## src/rtl/mpls_pkg.sv

```systemverilog
// Shared types and constants of the memory-proportional layer split.
`timescale 1ns / 1ps

package mpls_pkg;

  localparam int MemW    = 24;
  localparam int SumW    = 30;
  localparam int LayerW  = 12;
  localparam int RankW   = 6;
  localparam int ProdW   = LayerW + MemW;
  localparam int NumW    = ProdW + 2;
  localparam int DivW    = SumW + 1;
  localparam int QuotW   = LayerW;
  localparam int DivCntW = $clog2(QuotW);

  typedef logic [LayerW-1:0] layer_t;

  typedef struct packed {
    logic [MemW-1:0] memory_units;
    logic            last_node;
  } in_item_t;

  typedef struct packed {
    logic [RankW-1:0]  rank;
    logic [LayerW-1:0] range_lo;
    logic [LayerW-1:0] range_hi;
    logic              last_assignment;
  } out_item_t;

  typedef struct packed {
    logic load;
    logic start;
    logic clear;
    logic rd;
    logic mul;
    logic div_init;
    logic div_step;
    logic emit;
  } ctrl_cmd_t;

  typedef struct packed {
    logic layers_zero;
    logic is_final;
    logic div_done;
    logic out_free;
  } dp_status_t;

endpackage

```

## src/rtl/mpls_chan_if.sv

```systemverilog
// Valid/ready channel carrying one item of a given payload type.
`timescale 1ns / 1ps

interface mpls_chan_if #(
  parameter type payload_t = logic
);
  logic     valid;
  logic     ready;
  payload_t payload;

  modport source (output valid, output payload, input ready);
  modport sink   (input valid, input payload, output ready);
endinterface

```

## src/rtl/memory_proportional_layer_split_core.sv

```systemverilog
// Top level of the memory-proportional layer split.
// Each input item taken while idle loads one node's memory figure while the
// node store has room; the item flagged last_node starts the split, during
// which no input is taken. Every node but the final one passes through store
// read, multiply, divider load, 12 steps of the restoring divider that forms
// the rounded share, and result load; the final node passes through store read
// and result load only. The 12-step divider sets the split rate. A held result
// register stalls the split only while the output side is not ready. With a
// layer count of zero the flagged item gives no result and the block stays idle.
`timescale 1ns / 1ps

module memory_proportional_layer_split_core
  import mpls_pkg::*;
#(
  parameter int MaxNodes = 64
) (
  input logic         clk_i,
  input logic         rst_ni,
  mpls_chan_if.sink   cfg_chan,
  mpls_chan_if.sink   in_chan,
  mpls_chan_if.source out_chan
);

  layer_t     layer_total_q;
  ctrl_cmd_t  cmd;
  dp_status_t status;

  assign cfg_chan.ready = 1'b1;

  always_ff @(posedge clk_i or negedge rst_ni) begin
    if (!rst_ni) begin
      layer_total_q <= '0;
    end else if (cfg_chan.valid) begin
      layer_total_q <= cfg_chan.payload;
    end
  end

  mpls_ctrl u_ctrl (
    .clk_i      (clk_i),
    .rst_ni     (rst_ni),
    .in_valid_i (in_chan.valid),
    .in_last_i  (in_chan.payload.last_node),
    .in_ready_o (in_chan.ready),
    .status_i   (status),
    .cmd_o      (cmd)
  );

  mpls_dp #(
    .MaxNodes (MaxNodes)
  ) u_dp (
    .clk_i         (clk_i),
    .rst_ni        (rst_ni),
    .cmd_i         (cmd),
    .status_o      (status),
    .layer_total_i (layer_total_q),
    .in_item_i     (in_chan.payload),
    .out_valid_o   (out_chan.valid),
    .out_item_o    (out_chan.payload),
    .out_ready_i   (out_chan.ready)
  );

  // the final range always closes at the layer count
  assert property (@(posedge clk_i) disable iff (!rst_ni)
    out_chan.valid && out_chan.payload.last_assignment |->
      out_chan.payload.range_hi == layer_total_q)
    else $error("final range does not end at layer count");

  assert property (@(posedge clk_i) disable iff (!rst_ni)
    out_chan.valid |-> out_chan.payload.range_lo <= out_chan.payload.range_hi)
    else $error("range start beyond range end");

  assert property (@(posedge clk_i) disable iff (!rst_ni)
    out_chan.valid |-> out_chan.payload.range_hi <= layer_total_q)
    else $error("range end beyond layer count");

  // no node is loaded while a split is running
  assert property (@(posedge clk_i) disable iff (!rst_ni)
    cmd.div_step || cmd.mul || cmd.rd |-> !in_chan.ready)
    else $error("input taken during split");

endmodule

```

## src/rtl/mpls_ram.sv

```systemverilog
// Generic single-write, single-read RAM with registered read data.
`timescale 1ns / 1ps

module mpls_ram #(
  parameter int Width = 8,
  parameter int Depth = 16,
  localparam int AddrW = (Depth > 1) ? $clog2(Depth) : 1
) (
  input  logic             clk_i,
  input  logic             we_i,
  input  logic [AddrW-1:0] waddr_i,
  input  logic [Width-1:0] wdata_i,
  input  logic             re_i,
  input  logic [AddrW-1:0] raddr_i,
  output logic [Width-1:0] rdata_o
);

  logic [Width-1:0] mem_q [Depth];
  logic [Width-1:0] rdata_q;

  always_ff @(posedge clk_i) begin
    if (we_i) begin
      mem_q[waddr_i] <= wdata_i;
    end
    if (re_i) begin
      rdata_q <= mem_q[raddr_i];
    end
  end

  assign rdata_o = rdata_q;

endmodule

```

## src/rtl/mpls_ctrl.sv

```systemverilog
// Sequencer for loading nodes and stepping through the per-node split.
`timescale 1ns / 1ps

module mpls_ctrl
  import mpls_pkg::*;
(
  input  logic       clk_i,
  input  logic       rst_ni,
  input  logic       in_valid_i,
  input  logic       in_last_i,
  output logic       in_ready_o,
  input  dp_status_t status_i,
  output ctrl_cmd_t  cmd_o
);

  typedef enum logic [2:0] {
    StIdle,
    StRead,
    StMul,
    StDivInit,
    StDiv,
    StEmit
  } state_e;

  state_e state_q, state_d;
  logic   accept;

  assign in_ready_o = (state_q == StIdle);
  assign accept     = in_valid_i && in_ready_o;

  always_comb begin
    state_d = state_q;
    cmd_o   = '0;
    case (state_q)
      StIdle: begin
        if (accept) begin
          cmd_o.load = 1'b1;
          if (in_last_i) begin
            if (status_i.layers_zero) begin
              cmd_o.clear = 1'b1;
            end else begin
              cmd_o.start = 1'b1;
              state_d     = StRead;
            end
          end
        end
      end
      StRead: begin
        cmd_o.rd = 1'b1;
        // the final node takes the remainder, no division
        state_d = status_i.is_final ? StEmit : StMul;
      end
      StMul: begin
        cmd_o.mul = 1'b1;
        state_d   = StDivInit;
      end
      StDivInit: begin
        cmd_o.div_init = 1'b1;
        state_d        = StDiv;
      end
      StDiv: begin
        cmd_o.div_step = 1'b1;
        if (status_i.div_done) begin
          state_d = StEmit;
        end
      end
      StEmit: begin
        if (status_i.out_free) begin
          cmd_o.emit = 1'b1;
          if (status_i.is_final) begin
            cmd_o.clear = 1'b1;
            state_d     = StIdle;
          end else begin
            state_d = StRead;
          end
        end
      end
      default: begin
        state_d = StIdle;
      end
    endcase
  end

  always_ff @(posedge clk_i or negedge rst_ni) begin
    if (!rst_ni) begin
      state_q <= StIdle;
    end else begin
      state_q <= state_d;
    end
  end

endmodule

```

## src/rtl/mpls_dp.sv

```systemverilog
// Datapath: node store, memory sum, share multiply and divide, result register.
`timescale 1ns / 1ps

module mpls_dp
  import mpls_pkg::*;
#(
  parameter int MaxNodes = 64
) (
  input  logic       clk_i,
  input  logic       rst_ni,
  input  ctrl_cmd_t  cmd_i,
  output dp_status_t status_o,
  input  layer_t     layer_total_i,
  input  in_item_t   in_item_i,
  output logic       out_valid_o,
  output out_item_t  out_item_o,
  input  logic       out_ready_i
);

  localparam int CntW  = $clog2(MaxNodes + 1);
  localparam int AddrW = (MaxNodes > 1) ? $clog2(MaxNodes) : 1;

  logic [SumW-1:0]    sum_q;
  logic [CntW-1:0]    count_q;
  logic [CntW-1:0]    idx_q;
  logic [LayerW-1:0]  assigned_q;
  logic [ProdW-1:0]   prod_q;
  logic [DivW-1:0]    rem_q;
  logic [QuotW-1:0]   num_lo_q;
  logic [QuotW-1:0]   quot_q;
  logic [DivCntW-1:0] div_cnt_q;
  logic               out_valid_q;
  out_item_t          out_item_q;

  logic               room;
  logic [MemW-1:0]    rd_data;
  logic [SumW-1:0]    total;
  logic [DivW-1:0]    divisor;
  logic [NumW-1:0]    num;
  logic [DivW:0]      trial;
  logic               trial_ge;
  logic [LayerW-1:0]  remaining;
  logic [LayerW-1:0]  q_min;
  logic [LayerW-1:0]  share;
  logic               is_final;

  assign room = (count_q != CntW'(MaxNodes));

  mpls_ram #(
    .Width (MemW),
    .Depth (MaxNodes)
  ) u_node_mem (
    .clk_i   (clk_i),
    .we_i    (cmd_i.load && room),
    .waddr_i (count_q[AddrW-1:0]),
    .wdata_i (in_item_i.memory_units),
    .re_i    (cmd_i.rd),
    .raddr_i (idx_q[AddrW-1:0]),
    .rdata_o (rd_data)
  );

  // a zero total counts as one
  assign total    = (sum_q == '0) ? SumW'(1) : sum_q;
  assign divisor  = {total, 1'b0};
  assign num      = NumW'({prod_q, 1'b0}) + NumW'(total);
  assign trial    = {rem_q, num_lo_q[QuotW-1]};
  assign trial_ge = (trial >= (DivW + 1)'(divisor));

  assign is_final  = ((idx_q + CntW'(1)) == count_q);
  assign remaining = layer_total_i - assigned_q;
  assign q_min     = (quot_q == '0) ? LayerW'(1) : quot_q;

  always_comb begin
    if (is_final) begin
      share = remaining;
    end else if (q_min > remaining) begin
      share = remaining;
    end else begin
      share = q_min;
    end
  end

  always_ff @(posedge clk_i or negedge rst_ni) begin
    if (!rst_ni) begin
      sum_q       <= '0;
      count_q     <= '0;
      idx_q       <= '0;
      assigned_q  <= '0;
      div_cnt_q   <= '0;
      out_valid_q <= 1'b0;
    end else begin
      if (cmd_i.clear) begin
        sum_q      <= '0;
        count_q    <= '0;
        assigned_q <= '0;
      end else begin
        if (cmd_i.load && room) begin
          sum_q   <= sum_q + SumW'(in_item_i.memory_units);
          count_q <= count_q + CntW'(1);
        end
        if (cmd_i.start) begin
          assigned_q <= '0;
        end else if (cmd_i.emit) begin
          assigned_q <= assigned_q + share;
        end
      end
      if (cmd_i.start) begin
        idx_q <= '0;
      end else if (cmd_i.emit) begin
        idx_q <= idx_q + CntW'(1);
      end
      if (cmd_i.div_init) begin
        div_cnt_q <= '0;
      end else if (cmd_i.div_step) begin
        div_cnt_q <= div_cnt_q + DivCntW'(1);
      end
      if (cmd_i.emit) begin
        out_valid_q <= 1'b1;
      end else if (out_ready_i) begin
        out_valid_q <= 1'b0;
      end
    end
  end

  always_ff @(posedge clk_i) begin
    if (cmd_i.mul) begin
      prod_q <= ProdW'(layer_total_i) * ProdW'(rd_data);
    end
    if (cmd_i.div_init) begin
      rem_q    <= DivW'(num[NumW-1:QuotW]);
      num_lo_q <= num[QuotW-1:0];
      quot_q   <= '0;
    end else if (cmd_i.div_step) begin
      rem_q    <= trial_ge ? DivW'(trial - (DivW + 1)'(divisor)) : DivW'(trial);
      num_lo_q <= {num_lo_q[QuotW-2:0], 1'b0};
      quot_q   <= {quot_q[QuotW-2:0], trial_ge};
    end
    if (cmd_i.emit) begin
      out_item_q.rank            <= RankW'(idx_q);
      out_item_q.range_lo        <= assigned_q;
      out_item_q.range_hi        <= assigned_q + share;
      out_item_q.last_assignment <= is_final;
    end
  end

  assign status_o.layers_zero = (layer_total_i == '0);
  assign status_o.is_final    = is_final;
  assign status_o.div_done    = (div_cnt_q == DivCntW'(QuotW - 1));
  assign status_o.out_free    = !out_valid_q || out_ready_i;

  assign out_valid_o = out_valid_q;
  assign out_item_o  = out_item_q;

endmodule

```

## src/flat_wrapper.sv

```systemverilog
// flat-port wrapper written by rule: the top's interface ports become plain ports
module memory_proportional_layer_split_core_flat import mpls_pkg::*;
#(
  parameter int MaxNodes = 64
)
  (clk_i, rst_ni, cfg_chan_valid, cfg_chan_payload, cfg_chan_ready, in_chan_valid, in_chan_payload, in_chan_ready, out_chan_valid, out_chan_payload, out_chan_ready);
  mpls_chan_if #(.payload_t(layer_t)) cfg_chan_i ();
  mpls_chan_if #(.payload_t(in_item_t)) in_chan_i ();
  mpls_chan_if #(.payload_t(out_item_t)) out_chan_i ();
  input logic clk_i;
  input logic rst_ni;
  input wire logic [$bits(cfg_chan_i.valid)-1:0] cfg_chan_valid;
  input wire logic [$bits(cfg_chan_i.payload)-1:0] cfg_chan_payload;
  output wire logic [$bits(cfg_chan_i.ready)-1:0] cfg_chan_ready;
  input wire logic [$bits(in_chan_i.valid)-1:0] in_chan_valid;
  input wire logic [$bits(in_chan_i.payload)-1:0] in_chan_payload;
  output wire logic [$bits(in_chan_i.ready)-1:0] in_chan_ready;
  output wire logic [$bits(out_chan_i.valid)-1:0] out_chan_valid;
  output wire logic [$bits(out_chan_i.payload)-1:0] out_chan_payload;
  input wire logic [$bits(out_chan_i.ready)-1:0] out_chan_ready;
  assign cfg_chan_i.valid = cfg_chan_valid;
  assign cfg_chan_i.payload = cfg_chan_payload;
  assign cfg_chan_ready = cfg_chan_i.ready;
  assign in_chan_i.valid = in_chan_valid;
  assign in_chan_i.payload = in_chan_payload;
  assign in_chan_ready = in_chan_i.ready;
  assign out_chan_valid = out_chan_i.valid;
  assign out_chan_payload = out_chan_i.payload;
  assign out_chan_i.ready = out_chan_ready;
  memory_proportional_layer_split_core #(.MaxNodes(MaxNodes)) u_core (.clk_i(clk_i), .rst_ni(rst_ni), .cfg_chan(cfg_chan_i), .in_chan(in_chan_i), .out_chan(out_chan_i));
endmodule
```

## config.mk

```make
export PLATFORM = sky130hd
export DESIGN_NAME = memory_proportional_layer_split_core_flat
export DESIGN_NICKNAME = d
export VERILOG_FILES = /design/src/rtl/mpls_pkg.sv /design/src/rtl/mpls_chan_if.sv /design/src/rtl/memory_proportional_layer_split_core.sv /design/src/rtl/mpls_ram.sv /design/src/rtl/mpls_ctrl.sv /design/src/rtl/mpls_dp.sv /design/src/flat_wrapper.sv
export SDC_FILE = /design/constraint.sdc
export NUM_CORES = 2
export LEC_CHECK = 0
export BUFFER_PORTS_ARGS = -buffer_cell sky130_fd_sc_hd__buf_2
export CAP_MARGIN = 40
export CORE_MARGIN = 2
export CORE_UTILIZATION = 36
export DETAILED_ROUTE_END_ITERATION = 10
export GPL_TIMING_DRIVEN = 0
export PLACE_DENSITY = 0.49
export SLEW_MARGIN = 10
export SYNTH_ARGS = -nofsm -noshare
export SYNTH_HDL_FRONTEND = slang
export SYNTH_SLANG_ARGS = --single-unit
```

## constraint.sdc

```tcl
create_clock -name clk_i -period 13.7 [get_ports clk_i]
set_clock_uncertainty 0.1 [all_clocks]
set_input_delay 2.055 -clock clk_i [delete_from_list [all_inputs] [get_ports clk_i]]
set_output_delay 2.055 -clock clk_i [all_outputs]
set_load 0.01 [all_outputs]
```

==> out/qor.csv <==
metric,value,unit
status,completed,
layout.nets,5605,
fmax,130,MHz
r2r_cells,33,
period_share,56.1,%
fillers,20052,
finalSetupViolCount,0,
die_area,230000,um^2
grt_max_degree,67,
yosysSeqAreaShare,64.2,%
p_leak,32.1,nW
cts_resized,0,
synth_top_area_cell,edfxtp_1,
synth-seq-cells,1758,
crit_slowest_cell,clkbuf_1,
tns,0,ns
cp.depth,33,
grt_pass1_wl,335,mm
cts_made_buffers,187,
fin_ws,6.01,ns
finalWeightedCongestion,0.860,
clockBufferDepth,3,
final-seq-area,52200,um^2
routed_via_density,5.32,
cts.sinks,1758,
dp_slack,5.97,ns
yosysMostFrequentCell,edfxtp_1,
cts-hold-fix-buffers,0,
insertion_delay,0.85,ns
gr-total-overflow,0,
hold_viol,0,
drive_gt1_share,21.6,%
io_buffers,74,
ys.flop_type,edfxtp_1,
path_delay_family,compound AO/OA/AOI/OAI gates,
post-cts-setup-buffers,0,
fp.dieH,479,um
drtIter0Drc,4379,
clk_pin_slew,0.06,ns
fin_crit,7.69,ns
cts_root_buf,clkbuf_16,
critPathBufInv,4,
cp-start-kind,flop,
synth_edf_count,1665,
synth.area.top_cells,"edfxtp_1 61%, mux4_2 14%, fa_1 5.5%, ha_1 3.0%, dfrtp_1 2.3%",
core_area,225000,um^2
yosysTopAreaCellShare,61.5,%
end_kind,flop,
syn_to_final_growth,16.7,%
slew_headroom,35.4,%
synth_area,81300,um^2
worst_pin_slew,0.969,ns
synth_fp_nets,5202,
die_x,479,um
worstSetupPathType,reg -> reg,
antenna_found_initial,26,
htree_levels,4,
syn_area_per_cell,17.2,um^2
crit_top_cell,a21oi_1,
postRouteAntennaNets,0,
drc_errors,0,
grt_usage,20.5,%
synth_cells,4739,
initial_utilization,36.2,%
critPathMaxFanout,10,
max_cap_viol_count,0,
hold_path_depth,2,
rows,174,
yosysWarnings,0,
slew_viol_final,0,
multi_input_area,27300,um^2
cts_tree,built,
rsz0062_at_grt,false,
required,14.28,ns
routedWlPerCell,28.3,um
vdd_ir_drop_max,0.640,mV
vias,44188,
async_flop_share,4.32,%
synthTopCellsByCount,"1,665 x edfxtp_1, 504 x mux4_2, 331 x nand2_1",
dp_hpwl,172,mm
synth_cell_types,79,
powerDensity,276,nW/um^2
drt_first_pass_iters,7,
io_pins,76,
grt_pass1_vias,44893,
crit_arrival,8.27,ns
min_path_type,reg -> reg,
wirelength,235,mm
critPathMaxStageDelay,0.41,ns
metrics by stage:
step	hold slack (ns)	util (%)	std cells	power (mW)	cell area [um^2]
after floorplan	0.320	-	4739	17.4	81300
after global placement	0.354	38.0	7805	21.4	85400
after detailed placement	0.358	39.6	7945	21.5	88900
after CTS	0.367	42.2	8298	26.6	94900
after global routing	0.398	42.2	8299	28.3	94900
final	0.368	42.2	8307	26.2	94900
state kept, by name (all words and copies together) (netlist names):
signal,count
u_core.u_dp.rem_q,31
u_core.u_dp.div_cnt_q,4
u_core.u_dp.num_lo_q,12
u_core.u_dp.out_item_o,31
u_core.u_dp.idx_q,7
u_core.u_dp.u_node_mem.mem_q,1536
u_core.u_dp.u_node_mem.rdata_o,24
u_core.u_ctrl.state_q,3
u_core.u_dp.out_valid_o,1
u_core.u_dp.sum_q,30
u_core.layer_total_q,12
u_core.u_dp.assigned_q,12
u_core.u_dp.count_q,7
u_core.u_dp.quot_q,12
u_core.u_dp.prod_q,36
worst paths after layout:
kind	start	end	slack (ns)
hold / removal	u_core.u_dp.quot_q[0]$_SDFFE_PP0P_	u_core.u_dp.quot_q[0]$_SDFFE_PP0P_	0.37
setup reg to reg	u_core.layer_total_q[0]$_DFFE_PN0P_	u_core.u_dp.assigned_q[11]$_DFFE_PN0P_	6.01
max in group asynchronous	rst_ni	u_core.u_dp.count_q[0]$_DFFE_PN0P_	11.68
min in group asynchronous	rst_ni	u_core.u_dp.div_cnt_q[0]$_DFFE_PN0P_	1.14
hold reg to reg	u_core.u_dp.quot_q[0]$_SDFFE_PP0P_	u_core.u_dp.quot_q[0]$_SDFFE_PP0P_	0.37
setup / recovery	u_core.layer_total_q[0]$_DFFE_PN0P_	u_core.u_dp.assigned_q[11]$_DFFE_PN0P_	6.01
cell usage in the layout (no fill, tap or decap), types with 62 or more instances in the layout:
master,netlist,layout
mux4_2,504,504
edfxtp_1,1665,1665
clkbuf_16,0,190
dfrtp_1,76,76
nand2_1,331,331
and2_1,109,109
fa_1,225,225
a21o_1,70,70
ha_1,196,196
xnor2_1,88,88
clkbuf_1,196,235
inv_1,320,320
o21ai_0,114,114
buf_16,0,62
nor2_1,184,119
a21oi_1,138,138
nor2_4,0,65
buf_2,48,105
power breakdown:
| part | leakage [nW] | internal, mW | switching [mW] |
|---|---|---|---|
| sequential | 16.1 | 6.78 | 0.291 |
| combinational | 13.1 | 6.00 | 8.21 |
| clock | 2.88 | 2.74 | 2.20 |
| total | 32.1 | 15.5 | 10.7 |
cells by family (layout without fill, tap and decap cells):
family	after synthesis	count (layout)	share of synthesized area, %
xor gates and xnor gates	148	148	1.59
DFF	1758	1758	64.2
AOI/OAI and AO/OA	496	496	3.96
and+or+nand+nor	800	800	4.53
adders and majority gates	421	421	8.55
muxes	534	534	14.4
other	1	10	0.00461
buffers and inverters	581	1148	2.77
tightest hold or removal path, stage by stage (launching register included):
cell and delay, ns:
dfxtp_1 0.32, nand2_1 0.06, nand2_1 0.04
area by class of cell:
type | instances | share of cell area [%]
Antenna cell | 9 | 0.0237
Buffer | 261 | 1.13
Clock buffer | 241 | 5.23
Clock inverter | 112 | 1.06
Inverter | 320 | 1.27
Multi-Input combinational cell | 2400 | 28.8
Sequential cell | 1758 | 55.0
Tap cell | 2992 | 3.94
Timing Repair Buffer | 214 | 3.49
layer usage:
layer	up-vias	track usage, %	wire (um)
li1	19051	-	-
met1	23653	28.7	101000
met2	1225	34.0	116000
met3	255	2.96	13700
met4	4	4.39	4750
met5	-	0	22
No activity file was read; power rests on OpenSTA's default activity.
